--- config.mk ---
export PLATFORM = sky130hd
export DESIGN_NAME = fractional_baud_divisor_search_unit_flat
export DESIGN_NICKNAME = d
export VERILOG_FILES = /design/src/sv/fbds_pkg.sv /design/src/sv/fbds_if.sv /design/src/sv/fbds_div.sv /design/src/sv/fbds_datapath.sv /design/src/sv/fbds_ctrl.sv /design/src/sv/fractional_baud_divisor_search_unit.sv /design/src/flat_wrapper.sv
export SDC_FILE = /design/constraint.sdc
export NUM_CORES = 1
export LEC_CHECK = 0
export BUFFER_PORTS_ARGS = -buffer_cell sky130_fd_sc_hd__buf_2
export CORE_MARGIN = 4
export CORE_UTILIZATION = 55
export CTS_CLUSTER_DIAMETER = 60
export DETAILED_ROUTE_END_ITERATION = 8
export PLACE_DENSITY_LB_ADDON = 0.08
export REMOVE_ABC_BUFFERS = 1
export SYNTH_ARGS = -nofsm -noshare
export SYNTH_HDL_FRONTEND = slang
export SYNTH_SLANG_ARGS = --single-unit
--- constraint.sdc ---
create_clock -name clk -period 6.6 [get_ports clk]
set_clock_uncertainty 0.2 [all_clocks]
set_input_delay 0 -clock clk [delete_from_list [all_inputs] [get_ports clk]]
set_output_delay 0 -clock clk [all_outputs]
set_load 0.02 [all_outputs]
--- src/sv/fbds_pkg.sv ---
package fbds_pkg;

  // Field widths.
  localparam int ClkW  = 27;
  localparam int BaudW = 24;
  localparam int DivW  = 16;
  localparam int FracW = 4;
  localparam int ErrW  = 17;
  localparam int PctW  = 7;

  // Derived datapath widths.
  localparam int OversampleShift = 4;
  localparam int UW    = ClkW - OversampleShift;  // clock after divide by sixteen
  localparam int ProdW = UW + FracW;              // m * u
  localparam int DvdW  = ProdW;                   // widest dividend (m * u)
  localparam int DvsW  = BaudW;                   // widest divisor
  localparam int PlimW = BaudW + PctW;            // baud * percent
  localparam int DW    = ProdW + 1;               // rounded divisor before range check
  localparam int SumW  = FracW + 1;               // m + a
  localparam int StepW = 5;                       // divider step counter

  localparam logic [PctW-1:0]  PCT_RESET    = 7'd3;
  localparam logic [ErrW-1:0]  START_ERROR  = 17'd100000;
  localparam logic [FracW-1:0] FRAC_MAX     = 4'd15;
  localparam logic [FracW-1:0] MUL_FIRST    = 4'd1;
  localparam logic [FracW-1:0] ADD_FIRST    = 4'd0;
  localparam logic [DivW-1:0]  DIV_MIN      = 16'd3;
  localparam logic [PlimW-1:0] PERCENT_BASE = 31'd100;

  typedef enum logic [1:0] {
    DOP_SCALE,
    DOP_BAUD,
    DOP_RATE
  } div_op_t;

  typedef struct packed {
    logic    load;
    logic    mul;
    logic    div_start;
    div_op_t div_op;
    logic    update;
    logic    step;
    logic    out_load;
  } ctrl_cmd_t;

  typedef struct packed {
    logic div_busy;
    logic div_done;
    logic baud_zero;
    logic cand_valid;
    logic last;
    logic best_zero;
  } dp_sts_t;

endpackage

--- src/sv/fbds_if.sv ---
interface fbds_in_if;
  import fbds_pkg::*;

  logic             valid;
  logic             ready;
  logic [ClkW-1:0]  peripheral_clock_hz;
  logic [BaudW-1:0] target_baud;

  modport source (output valid, output peripheral_clock_hz, output target_baud, input ready);
  modport sink   (input valid, input peripheral_clock_hz, input target_baud, output ready);
endinterface

interface fbds_out_if;
  import fbds_pkg::*;

  logic             valid;
  logic             ready;
  logic [DivW-1:0]  divisor_latch;
  logic [FracW-1:0] mul_value;
  logic [FracW-1:0] add_value;
  logic [ErrW-1:0]  best_error;
  logic             accepted;

  modport source (output valid, output divisor_latch, output mul_value, output add_value,
                  output best_error, output accepted, input ready);
  modport sink   (input valid, input divisor_latch, input mul_value, input add_value,
                  input best_error, input accepted, output ready);
endinterface

--- src/sv/fbds_div.sv ---
module fbds_div (
  input  logic                      clk,
  input  logic                      rst_n,
  input  logic                      start,
  input  logic [fbds_pkg::DvdW-1:0] dividend,
  input  logic [fbds_pkg::DvsW-1:0] divisor,
  output logic                      busy,
  output logic                      done,
  output logic [fbds_pkg::DvdW-1:0] quotient,
  output logic [fbds_pkg::DvsW-1:0] remainder
);
  import fbds_pkg::*;

  localparam logic [StepW-1:0] LastStep = StepW'(DvdW - 1);

  logic [DvdW-1:0]  quo_r;
  logic [DvsW-1:0]  rem_r;
  logic [DvsW-1:0]  dvs_r;
  logic [StepW-1:0] cnt_r;
  logic             busy_r;
  logic             done_r;
  logic [DvsW:0]    shifted;
  logic [DvsW:0]    diff;
  logic             ge;

  // Restoring division, one quotient bit per cycle; the dividend shifts out
  // of the top of quo_r while the quotient bits shift in at the bottom.
  assign shifted = {rem_r, quo_r[DvdW-1]};
  assign diff    = shifted - {1'b0, dvs_r};
  assign ge      = (shifted >= {1'b0, dvs_r});

  always_ff @(posedge clk) begin
    if (!rst_n) begin
      busy_r <= 1'b0;
      done_r <= 1'b0;
      cnt_r  <= '0;
    end else begin
      done_r <= 1'b0;
      if (start) begin
        busy_r <= 1'b1;
        cnt_r  <= '0;
      end else if (busy_r) begin
        cnt_r <= cnt_r + 1'b1;
        if (cnt_r == LastStep) begin
          busy_r <= 1'b0;
          done_r <= 1'b1;
        end
      end
    end
  end

  always_ff @(posedge clk) begin
    if (start) begin
      quo_r <= dividend;
      rem_r <= '0;
      dvs_r <= divisor;
    end else if (busy_r) begin
      rem_r <= ge ? diff[DvsW-1:0] : shifted[DvsW-1:0];
      quo_r <= {quo_r[DvdW-2:0], ge};
    end
  end

  assign busy      = busy_r;
  assign done      = done_r;
  assign quotient  = quo_r;
  assign remainder = rem_r;

  // The remainder must be below the divisor whenever a division finishes.
  a_rem_below_divisor: assert property (@(posedge clk) disable iff (!rst_n)
    done_r |-> (rem_r < dvs_r))
    else $error("divider remainder not below divisor");

endmodule

--- src/sv/fbds_datapath.sv ---
module fbds_datapath (
  input  logic                       clk,
  input  logic                       rst_n,
  input  fbds_pkg::ctrl_cmd_t        cmd,
  output fbds_pkg::dp_sts_t          sts,
  input  logic [fbds_pkg::ClkW-1:0]  clk_hz,
  input  logic [fbds_pkg::BaudW-1:0] baud,
  input  logic [fbds_pkg::PctW-1:0]  pct,
  output logic [fbds_pkg::DivW-1:0]  divisor_latch,
  output logic [fbds_pkg::FracW-1:0] mul_value,
  output logic [fbds_pkg::FracW-1:0] add_value,
  output logic [fbds_pkg::ErrW-1:0]  best_error,
  output logic                       accepted
);
  import fbds_pkg::*;

  logic [UW-1:0]    u_r;
  logic [BaudW-1:0] baud_r;
  logic [FracW-1:0] m_r;
  logic [FracW-1:0] a_r;
  logic [ProdW-1:0] prod_r;
  logic [PlimW-1:0] plim_r;
  logic [ProdW-1:0] t_r;
  logic [DW-1:0]    d_r;
  logic [ProdW-1:0] rate_r;
  div_op_t          op_r;

  logic [DivW-1:0]  best_div_r;
  logic [FracW-1:0] best_mul_r;
  logic [FracW-1:0] best_add_r;
  logic [ErrW-1:0]  best_err_r;

  logic [DivW-1:0]  out_div_r;
  logic [FracW-1:0] out_mul_r;
  logic [FracW-1:0] out_add_r;
  logic [ErrW-1:0]  out_err_r;
  logic             out_acc_r;

  logic [DvdW-1:0]  dvd;
  logic [DvsW-1:0]  dvs;
  logic             div_busy;
  logic             div_done;
  logic [DvdW-1:0]  quo;
  logic [DvsW-1:0]  rem;
  logic [SumW-1:0]  frac_sum;
  logic             round_up;
  logic [ProdW-1:0] baud_ext;
  logic [ProdW-1:0] err;
  logic [PlimW-1:0] acc_need;

  assign frac_sum = {1'b0, m_r} + {1'b0, a_r};
  assign baud_ext = ProdW'(baud_r);
  assign err      = (rate_r >= baud_ext) ? (rate_r - baud_ext) : (baud_ext - rate_r);
  assign round_up = (rem > (baud_r >> 1));

  // The error lies below the truncated percentage limit exactly when a hundred times
  // one more than the error still fits within baud * percent.
  assign acc_need = (PlimW'(best_err_r) + 1'b1) * PERCENT_BASE;

  always_comb begin
    case (cmd.div_op)
      DOP_SCALE: begin
        dvd = DvdW'(prod_r);
        dvs = DvsW'(frac_sum);
      end
      DOP_BAUD: begin
        dvd = DvdW'(t_r);
        dvs = baud_r;
      end
      DOP_RATE: begin
        dvd = DvdW'(t_r);
        dvs = DvsW'(d_r[DivW-1:0]);
      end
      default: begin
        dvd = '0;
        dvs = '0;
      end
    endcase
  end

  fbds_div u_div (
    .clk       (clk),
    .rst_n     (rst_n),
    .start     (cmd.div_start),
    .dividend  (dvd),
    .divisor   (dvs),
    .busy      (div_busy),
    .done      (div_done),
    .quotient  (quo),
    .remainder (rem)
  );

  // Search indices and the best candidate so far.
  always_ff @(posedge clk) begin
    if (!rst_n) begin
      m_r        <= MUL_FIRST;
      a_r        <= ADD_FIRST;
      best_div_r <= '0;
      best_mul_r <= MUL_FIRST;
      best_add_r <= ADD_FIRST;
      best_err_r <= START_ERROR;
    end else if (cmd.load) begin
      m_r        <= MUL_FIRST;
      a_r        <= ADD_FIRST;
      best_div_r <= '0;
      best_mul_r <= MUL_FIRST;
      best_add_r <= ADD_FIRST;
      best_err_r <= START_ERROR;
    end else begin
      if (cmd.step) begin
        if (a_r == FRAC_MAX) begin
          a_r <= ADD_FIRST;
          m_r <= m_r + 1'b1;
        end else begin
          a_r <= a_r + 1'b1;
        end
      end
      // Strict less-than keeps the earliest candidate on a tie.
      if (cmd.update && (err < ProdW'(best_err_r))) begin
        best_div_r <= d_r[DivW-1:0];
        best_mul_r <= m_r;
        best_add_r <= a_r;
        best_err_r <= err[ErrW-1:0];
      end
    end
  end

  always_ff @(posedge clk) begin
    if (cmd.load) begin
      u_r    <= clk_hz[ClkW-1:OversampleShift];
      baud_r <= baud;
      plim_r <= PlimW'(baud) * PlimW'(pct);
    end
    if (cmd.mul) begin
      prod_r <= ProdW'(m_r) * ProdW'(u_r);
    end
    if (cmd.div_start) begin
      op_r <= cmd.div_op;
    end
    if (div_done) begin
      case (op_r)
        DOP_SCALE: t_r     <= quo[ProdW-1:0];
        DOP_BAUD:  d_r     <= {1'b0, quo[ProdW-1:0]} + DW'(round_up);
        DOP_RATE:  rate_r  <= quo[ProdW-1:0];
        default:   rate_r  <= rate_r;
      endcase
    end
    if (cmd.out_load) begin
      out_div_r <= best_div_r;
      out_mul_r <= best_mul_r;
      out_add_r <= best_add_r;
      out_err_r <= best_err_r;
      out_acc_r <= (acc_need <= plim_r);
    end
  end

  assign sts.div_busy   = div_busy;
  assign sts.div_done   = div_done;
  assign sts.baud_zero  = (baud_r == '0);
  assign sts.cand_valid = (d_r[DW-1:DivW] == '0) && (d_r[DivW-1:0] >= DIV_MIN);
  assign sts.last       = (m_r == FRAC_MAX) && (a_r == FRAC_MAX);
  assign sts.best_zero  = (best_err_r == '0);

  assign divisor_latch = out_div_r;
  assign mul_value     = out_mul_r;
  assign add_value     = out_add_r;
  assign best_error    = out_err_r;
  assign accepted      = out_acc_r;

  // An update may only improve the best error.
  a_best_monotonic: assert property (@(posedge clk) disable iff (!rst_n)
    cmd.update |=> (best_err_r <= $past(best_err_r)))
    else $error("best error grew on update");

  // A recorded divisor is always one of the valid divisors.
  a_best_div_range: assert property (@(posedge clk) disable iff (!rst_n)
    (best_div_r != '0) |-> ((best_div_r >= DIV_MIN) && (best_err_r < START_ERROR)))
    else $error("recorded divisor out of range");

endmodule

--- src/sv/fbds_ctrl.sv ---
module fbds_ctrl (
  input  logic                clk,
  input  logic                rst_n,
  input  logic                in_valid,
  output logic                in_ready,
  input  logic                out_ready,
  output logic                out_valid,
  output fbds_pkg::ctrl_cmd_t cmd,
  input  fbds_pkg::dp_sts_t   sts
);
  import fbds_pkg::*;

  typedef enum logic [12:0] {
    S_IDLE    = 13'b0000000000001,
    S_START   = 13'b0000000000010,
    S_MUL     = 13'b0000000000100,
    S_SCALE   = 13'b0000000001000,
    S_SCALE_W = 13'b0000000010000,
    S_BAUD    = 13'b0000000100000,
    S_BAUD_W  = 13'b0000001000000,
    S_CHECK   = 13'b0000010000000,
    S_RATE    = 13'b0000100000000,
    S_RATE_W  = 13'b0001000000000,
    S_UPDATE  = 13'b0010000000000,
    S_NEXT    = 13'b0100000000000,
    S_DONE    = 13'b1000000000000
  } state_t;

  state_t state_r;
  state_t state_nxt;
  logic   out_valid_r;
  logic   out_valid_nxt;

  always_comb begin
    state_nxt  = state_r;
    cmd        = '0;
    cmd.div_op = DOP_SCALE;
    in_ready   = 1'b0;
    case (state_r)
      S_IDLE: begin
        in_ready = 1'b1;
        if (in_valid) begin
          cmd.load  = 1'b1;
          state_nxt = S_START;
        end
      end
      S_START: begin
        state_nxt = sts.baud_zero ? S_DONE : S_MUL;
      end
      S_MUL: begin
        cmd.mul   = 1'b1;
        state_nxt = S_SCALE;
      end
      S_SCALE: begin
        cmd.div_start = 1'b1;
        cmd.div_op    = DOP_SCALE;
        state_nxt     = S_SCALE_W;
      end
      S_SCALE_W: begin
        if (sts.div_done) begin
          state_nxt = S_BAUD;
        end
      end
      S_BAUD: begin
        cmd.div_start = 1'b1;
        cmd.div_op    = DOP_BAUD;
        state_nxt     = S_BAUD_W;
      end
      S_BAUD_W: begin
        if (sts.div_done) begin
          state_nxt = S_CHECK;
        end
      end
      S_CHECK: begin
        state_nxt = sts.cand_valid ? S_RATE : S_NEXT;
      end
      S_RATE: begin
        cmd.div_start = 1'b1;
        cmd.div_op    = DOP_RATE;
        state_nxt     = S_RATE_W;
      end
      S_RATE_W: begin
        if (sts.div_done) begin
          state_nxt = S_UPDATE;
        end
      end
      S_UPDATE: begin
        cmd.update = 1'b1;
        state_nxt  = S_NEXT;
      end
      S_NEXT: begin
        // An exact match cannot be beaten, so the search ends there.
        if (sts.best_zero || sts.last) begin
          state_nxt = S_DONE;
        end else begin
          cmd.step  = 1'b1;
          state_nxt = S_MUL;
        end
      end
      S_DONE: begin
        if (!out_valid_r || out_ready) begin
          cmd.out_load = 1'b1;
          state_nxt    = S_IDLE;
        end
      end
      default: begin
        state_nxt = S_IDLE;
      end
    endcase
  end

  assign out_valid_nxt = (out_valid_r && !out_ready) || cmd.out_load;

  always_ff @(posedge clk) begin
    if (!rst_n) begin
      state_r     <= S_IDLE;
      out_valid_r <= 1'b0;
    end else begin
      state_r     <= state_nxt;
      out_valid_r <= out_valid_nxt;
    end
  end

  assign out_valid = out_valid_r;

  // The shared divider is never restarted while it is still working.
  a_div_not_busy: assert property (@(posedge clk) disable iff (!rst_n)
    cmd.div_start |-> !sts.div_busy)
    else $error("divider started while busy");

  // A new result is only loaded once the previous one has been taken.
  a_no_overwrite: assert property (@(posedge clk) disable iff (!rst_n)
    cmd.out_load |-> (!out_valid_r || out_ready))
    else $error("result overwritten before it was taken");

  // Division results only arrive while the sequencer is waiting for them.
  a_done_in_wait: assert property (@(posedge clk) disable iff (!rst_n)
    sts.div_done |-> ((state_r == S_SCALE_W) || (state_r == S_BAUD_W) ||
                      (state_r == S_RATE_W)))
    else $error("division finished outside a wait state");

endmodule

--- src/sv/fractional_baud_divisor_search_unit.sv ---
// Fractional baud divisor search: each request carries a peripheral clock and a
// target baud rate and yields one result with the best divisor latch value,
// fractional multiplier and add value, their baud error and an accept flag set
// when that error is below the configured percentage of the target rate,
// truncated to a whole number. A single shared divider producing one quotient
// bit per cycle does the searching; each candidate takes a scaling and a baud
// division, and a rate division only when its divisor is in range. Up to 240
// candidates are tried, fewer on an exact match; a request with a zero baud rate
// skips the search. The finished result moves into the output register as soon
// as that register is free, and the next request is taken in the following
// cycle, even while that result still waits to be taken.
module fractional_baud_divisor_search_unit (
  input  logic                      clk,
  input  logic                      rst_n,
  fbds_in_if.sink                   in_req,
  fbds_out_if.source                out_res,
  input  logic                      cfg_we,
  input  logic [fbds_pkg::PctW-1:0] cfg_wdata
);
  import fbds_pkg::*;

  logic [PctW-1:0] pct_r;
  ctrl_cmd_t       cmd;
  dp_sts_t         sts;

  always_ff @(posedge clk) begin
    if (!rst_n) begin
      pct_r <= PCT_RESET;
    end else if (cfg_we) begin
      pct_r <= cfg_wdata;
    end
  end

  fbds_ctrl u_ctrl (
    .clk       (clk),
    .rst_n     (rst_n),
    .in_valid  (in_req.valid),
    .in_ready  (in_req.ready),
    .out_ready (out_res.ready),
    .out_valid (out_res.valid),
    .cmd       (cmd),
    .sts       (sts)
  );

  fbds_datapath u_datapath (
    .clk           (clk),
    .rst_n         (rst_n),
    .cmd           (cmd),
    .sts           (sts),
    .clk_hz        (in_req.peripheral_clock_hz),
    .baud          (in_req.target_baud),
    .pct           (pct_r),
    .divisor_latch (out_res.divisor_latch),
    .mul_value     (out_res.mul_value),
    .add_value     (out_res.add_value),
    .best_error    (out_res.best_error),
    .accepted      (out_res.accepted)
  );

endmodule

--- src/flat_wrapper.sv ---
// flat-port wrapper written by rule: the top's interface ports become plain ports
module fractional_baud_divisor_search_unit_flat import fbds_pkg::*;
  (clk, rst_n, cfg_we, cfg_wdata, in_req_valid, in_req_peripheral_clock_hz, in_req_target_baud, in_req_ready, out_res_valid, out_res_divisor_latch, out_res_mul_value, out_res_add_value, out_res_best_error, out_res_accepted, out_res_ready);
  fbds_in_if in_req_i ();
  fbds_out_if out_res_i ();
  input  logic clk;
  input  logic rst_n;
  input  logic cfg_we;
  input  logic [fbds_pkg::PctW-1:0] cfg_wdata;
  input wire logic [$bits(in_req_i.valid)-1:0] in_req_valid;
  input wire logic [$bits(in_req_i.peripheral_clock_hz)-1:0] in_req_peripheral_clock_hz;
  input wire logic [$bits(in_req_i.target_baud)-1:0] in_req_target_baud;
  output wire logic [$bits(in_req_i.ready)-1:0] in_req_ready;
  output wire logic [$bits(out_res_i.valid)-1:0] out_res_valid;
  output wire logic [$bits(out_res_i.divisor_latch)-1:0] out_res_divisor_latch;
  output wire logic [$bits(out_res_i.mul_value)-1:0] out_res_mul_value;
  output wire logic [$bits(out_res_i.add_value)-1:0] out_res_add_value;
  output wire logic [$bits(out_res_i.best_error)-1:0] out_res_best_error;
  output wire logic [$bits(out_res_i.accepted)-1:0] out_res_accepted;
  input wire logic [$bits(out_res_i.ready)-1:0] out_res_ready;
  assign in_req_i.valid = in_req_valid;
  assign in_req_i.peripheral_clock_hz = in_req_peripheral_clock_hz;
  assign in_req_i.target_baud = in_req_target_baud;
  assign in_req_ready = in_req_i.ready;
  assign out_res_valid = out_res_i.valid;
  assign out_res_divisor_latch = out_res_i.divisor_latch;
  assign out_res_mul_value = out_res_i.mul_value;
  assign out_res_add_value = out_res_i.add_value;
  assign out_res_best_error = out_res_i.best_error;
  assign out_res_accepted = out_res_i.accepted;
  assign out_res_i.ready = out_res_ready;
  fractional_baud_divisor_search_unit u_core (.clk(clk), .rst_n(rst_n), .in_req(in_req_i), .out_res(out_res_i), .cfg_we(cfg_we), .cfg_wdata(cfg_wdata));
endmodule
# Word level (Yosys, flattened, before mapping)

Index checks and enable logic that the tools add are counted.
Widths: inputs -> output; s select.

Add/sub/neg operators: 9
Multiply operators: 3
$lt $le $gt $ge: 6
Equal/unequal tests: 25
Mux-type cells: 30
Bitwise gates (word level): 2
Reductions and logical operators: 24

Operators with widths:

| cell                  | count |
|---|---|
| $pmux 13 s13          | 1 |
| $mux 13               | 7 |
| $mux 27               | 3 |
| $pmux 24 s3           | 1 |
| $pmux 27 s2           | 1 |
| $le 25x31->1          | 1 |
| $mul 24x7->31         | 1 |
| $add 27x1->28         | 1 |
| $ge 27x24->1          | 1 |
| $lt 27x17->1          | 1 |
| $mul 4x23->27         | 1 |
| $sub 24x27->27        | 1 |
| $sub 27x24->27        | 1 |
| $ge 25x24->1          | 1 |
| $gt 24x23->1          | 1 |
| $logic_not 24->1      | 1 |
| $mux 24               | 1 |
| $sub 24x24->24        | 1 |
| $mul 18x5->23 const B | 1 |
| $add 17x1->18 const B | 1 |
| $logic_not 17->1      | 1 |
| $ge 16x2->1 const B   | 1 |
| $eq 13x1->1 const B   | 1 |
| $eq 13x10->1 const B  | 1 |
| 34 further kinds      | 67 |

Register bits: 383
Input port bits: 63
Output and inout bits: 44
Word-level logic and storage cells: 127

# Logic depth before layout (Yosys ltp)

Depth in word-level cells: 6
Mapped depth: 27
Gate-level depth less buffers: 26

# By module

From an unflattened synthesis, not the netlist that was laid out.

Cell total of the unflattened synthesis: 3089
Area, all modules: 30309.1 µm²

By module, submodules not included:

| module                              | instances | cells an instance | area an instance (µm²) | sequential area each (µm²) |
|---|---|---|---|---|
| fbds_datapath                       | 1         | 2511              | 24481.0                | 7917.6 |
| fbds_div                            | 1         | 447               | 4630.7                 | 2152.1 |
| fbds_ctrl                           | 1         | 109               | 937.1                  | 280.3 |
| fractional_baud_divisor_search_unit | 1         | 22                | 260.2                  | 140.1 |

# Least setup slack after synthesis

No wires, ideal clock.

Path type: flip-flop to flip-flop
From: reg u_core.u_datapath.best_err_r[0]
To: reg u_core.u_datapath.out_acc_r, in the netlist u_core.u_datapath.accepted (data pin)
Library setup time: 147 ps
Arrival time: 5344 ps
Required time: 6253 ps
Path slack: 910 ps
Stages on the path, launching flop included: 25
Buffers on the path: 0
Clock period less this slack: 5690 ps
Path through: dfxtp_1 -> ha_1 -> xnor2_1 -> inv_1 -> ha_1 -> ha_1 -> inv_1 -> fa_1 -> inv_1 -> ha_1 -> a21o_1 -> a21oi_1 -> o21bai_1 -> a2111oi_0 -> o31ai_1 -> o211a_1 -> o21a_1 -> o21a_1 -> nor2_1 -> xnor2_1 -> ha_1 -> nand4_1 -> or4_1 -> o21ai_0 -> o21bai_1

Longest elaborated chain between the ends: 3

RTL lines:

| element                | RTL line             | source |
|---|---|---|
| start, declared        | fbds_datapath.sv:31  | `logic [ErrW-1:0] best_err_r;` |
| start signal, assigned | fbds_datapath.sv:123 | `best_err_r <= err[ErrW-1:0];` |
| $add 17x1->18          | fbds_datapath.sv:58  | `assign acc_need = (PlimW'(best_err_r) + 1'b1) * PERCENT_BASE;` |
| $mul 18x5->23          | fbds_datapath.sv:58  |  |
| $le 25x31->1           | fbds_datapath.sv:153 | `out_acc_r <= (acc_need <= plim_r);` |
| end signal, assigned   | fbds_datapath.sv:153 |  |
| end, declared          | fbds_datapath.sv:37  | `logic out_acc_r;` |

Every way passes these cells.
A chain may end at the register's enable or synchronous reset.

# Worst setup path in the final report

Ends and elaborated chain as after synthesis.

==> flow_metrics.tcl <==
set metrics [dict create \
    status "finished clean" \
    yosys_warnings 0 \
    period_share_pct 93.1 \
    reg2reg_from "u_core.u_datapath.best_err_r[0]" \
    ir_drop_mv 0.239 \
    rows 84 \
    grt_first_pass_wirelength_um 124000 \
    die_y_um 239 \
    nets 3751 \
    htree_levels 2 \
    wl_per_cell_um 19.9 \
    grt_start_max_net_pins 55 \
    r2r_slack_ps 460 \
    holdWs_ps 83.2 \
    clockRootBuffer "clkbuf_16" \
    cts_setup_buffers 0 \
    synth_edf_count 282 \
    initial_core_util_pct 55.9 \
    power.density_nw_per_um2 226 \
    min_path_type "in2reg" \
    crit_required_ps 6840 \
    cp-start-kind "flop" \
    place.port_buffers 102 \
    max_cap_violations 0 \
    tritoncts "built" \
    antenna_found_initial 1 \
    synth.avg_cell_area_sq_um 9.74 \
    synthSimpleGateAreaFrac_pct 15.3 \
    wl_um 79000 \
    finalHoldViolCount 0 \
    path_clk_slew_ps 60 \
    ys.flop_type "edfxtp_1" \
    dpl.hpwl_um 61100 \
    worstReg2RegEnd "u_core.u_datapath.accepted" \
    antenna_left 0 \
    fmax_mhz 163 \
    synth-compound-area-share_pct 12.0 \
    insertedDiodeCount 0 \
    yosys-top-cells-area "edfxtp_1 (29%), ha_1 (12%), fa_1 (11%), dfxtp_1 (6.9%), nand2_1 (5.1%)" \
    syn_inst 3025 \
    end_kind "flop" \
    setup_violations 0 \
    ys_types 75 \
    io_pins 107 \
    synth_area_sq_um 29500 \
    synth_common_cells "nand2_1 (397), inv_1 (357), ha_1 (286), edfxtp_1 (282), fa_1 (168)" \
    synthXorXnorAreaFrac_pct 4.58 \
    max-slew-margin-rel_pct 18.5 \
    p_leak_nw 15.0 \
    die_area_sq_um 57300 \
    netlist.area_leader.share_pct 28.7 \
    maxSlewViolCount 0 \
    fin_cells 3960 \
    grt_use_total_pct 27.4 \
    synth_top_area_cell "edfxtp_1" \
    coreArea_sq_um 52800 \
    place_inst 3775 \
    synthMuxAreaShare_pct 2.93 \
    worstHoldEndpoint "u_core.u_datapath.baud_r[23]" \
    synth_fa_ha_area_share_pct 23.6 \
    cts.sinks 383 \
    drt_first_iter_violations 1783 \
    tightest_slew_ps 1220 \
    ys_seq_area_share_pct 35.6 \
    overflow 0 \
    synth.most_common_cell "nand2_1" \
    clk_latency_ps 610 \
    drc 0 \
    drive_above_1_share_pct 8.22 \
    cts_buffers 46 \
    dr.pass1.iters 6 \
    ys_seq_elements 383 \
    worstRegToRegCells 23 \
    grt_pass1_vias 22400 \
    nFillCells 4345 \
    hold_depth 2 \
    area_growth_pct 14.0 \
    final.min_clock_period_ps 6140 \
    gp_congestion 0.951 \
    path_class "reg2reg" \
    worstPathArrival_ps 6380 \
    hp-start "in_req_target_baud[23]" \
    async_reset_ff_share_pct 0 \
    vias_per_cell 5.78 \
    synth_top_family_by_area "adder cells" \
    vias 22900 \
    clk_path_buf_depth 3 \
    fp.dieW_um 239 \
    worstPathMaxFanout 7 \
]
through the flow:
stage / worst slack, ps / cell area, sq um / setup TNS [ps] / total power, mW / util [%]
after floorplan: 261 / 29100 / 0 / 4.32 / -
after global placement: 283 / 30900 / 0 / 4.85 / 58.7
after detailed placement: 224 / 30900 / 0 / 4.90 / 58.7
after CTS: 145 / 33600 / 0 / 7.60 / 63.6
after global routing: -3.16 / 33600 / -3.16 / 7.98 / 63.7
final: 458 / 33600 / 0 / 7.59 / 63.7
registers in the layout, summed over array words and instances (netlist names), 5 cells and up:
name and cells:
u_core.pct_r 7, u_core.u_ctrl.state_r 13, u_core.u_datapath.baud_r 24, u_core.u_datapath.best_div_r 16, u_core.u_datapath.best_err_r 17, u_core.u_datapath.best_error 17, u_core.u_datapath.d_r 28, u_core.u_datapath.divisor_latch 16
u_core.u_datapath.plim_r 31, u_core.u_datapath.prod_r 27, u_core.u_datapath.rate_r 27, u_core.u_datapath.t_r 27, u_core.u_datapath.u_div.cnt_r 5, u_core.u_datapath.u_div.dvs_r 24, u_core.u_datapath.u_div.quotient 27, u_core.u_datapath.u_div.remainder 24
u_core.u_datapath.u_r 23
power breakdown:
group	switching [mW]	internal, mW
Combinational	1.20	0.871
Clock	1.08	1.57
Sequential	0.109	2.76
layout make-up:
class                   instances  area, sq um  area share [%]
clock buffers                  63         1310            3.89
clock inverters                23          318           0.946
inverters                     357         1340            3.99
multi-input cells            2184        17300            51.4
flip-flops and latches        383        10500            31.2
well taps                     688          861            2.56
repair buffers                262         2000            5.95
layer usage:
layer	GRT usage [%]	up-vias	wire, um
li1	-	10800	-
met1	38.8	11100	35100
met2	44.1	770	36100
met3	3.85	146	5280
met4	8.41	2	2510
met5	0	-	13
cell families after synthesis:
family                     count (synthesis)
AOI/OAI and AO/OA                        547
xor gates and xnor gates                 154
adders and majority gates                454
buffers and inverters                    458
DFF                                      383
muxes                                     86
and+or+nand+nor                          943
cell usage in the layout (no fill, tap or decap), drive strengths merged, types with 47 or more instances in the layout:
cell         instances
dlygate4sd3         99
nand2              397
nand2b              49
buf                163
nor2               150
xor2                47
o21ai              127
edfxtp             282
a21oi              150
clkbuf              63
mux2i               83
and2                93
xnor2              107
dfxtp              101
fa                 168
ha                 286
inv                362
a21o                59
worst max-delay path by stage:
stage	cells after the start	end	start	slack, ps
final	23	u_core.u_datapath.accepted	u_core.u_datapath.best_err_r[0]	460
after global routing	23	u_core.u_datapath.accepted	u_core.u_datapath.best_err_r[0]	-3
after CTS	24	u_core.u_datapath.accepted	u_core.u_datapath.best_err_r[0]	150
after detailed placement	24	u_core.u_datapath.accepted	u_core.u_datapath.best_err_r[0]	220
after global placement	24	u_core.u_datapath.accepted	u_core.u_datapath.best_err_r[0]	280
after floorplan	17	u_core.u_datapath.best_add_r[0]	u_core.u_datapath.baud_r[22]	260
critical path: stages, from the launching register on:
cell and delay [ps]:
dfxtp_1 450, inv_1 160, nor4_2 400, nand2b_1 220, nor4_1 360, xnor2_1 240
ha_1 290, ha_1 270, inv_1 50, fa_1 520, inv_1 40, ha_1 350
nand3_1 100, o31ai_1 390, o211a_1 250, o21a_1 130, o21a_1 140, nor2_1 60
xnor2_1 140, ha_1 300, nand4_1 130, or4_1 510, o21ai_0 150, o21bai_1 130
repair_timing:
item | 4_1_cts | 5_1_grt
hold endpoints to repair | 98 | 0
hold buffers | 99 | 0
resized for setup | 0 | 5
setup endpoints to repair | 0 | 1
Note: power is estimated with default switching activity, not from simulation.
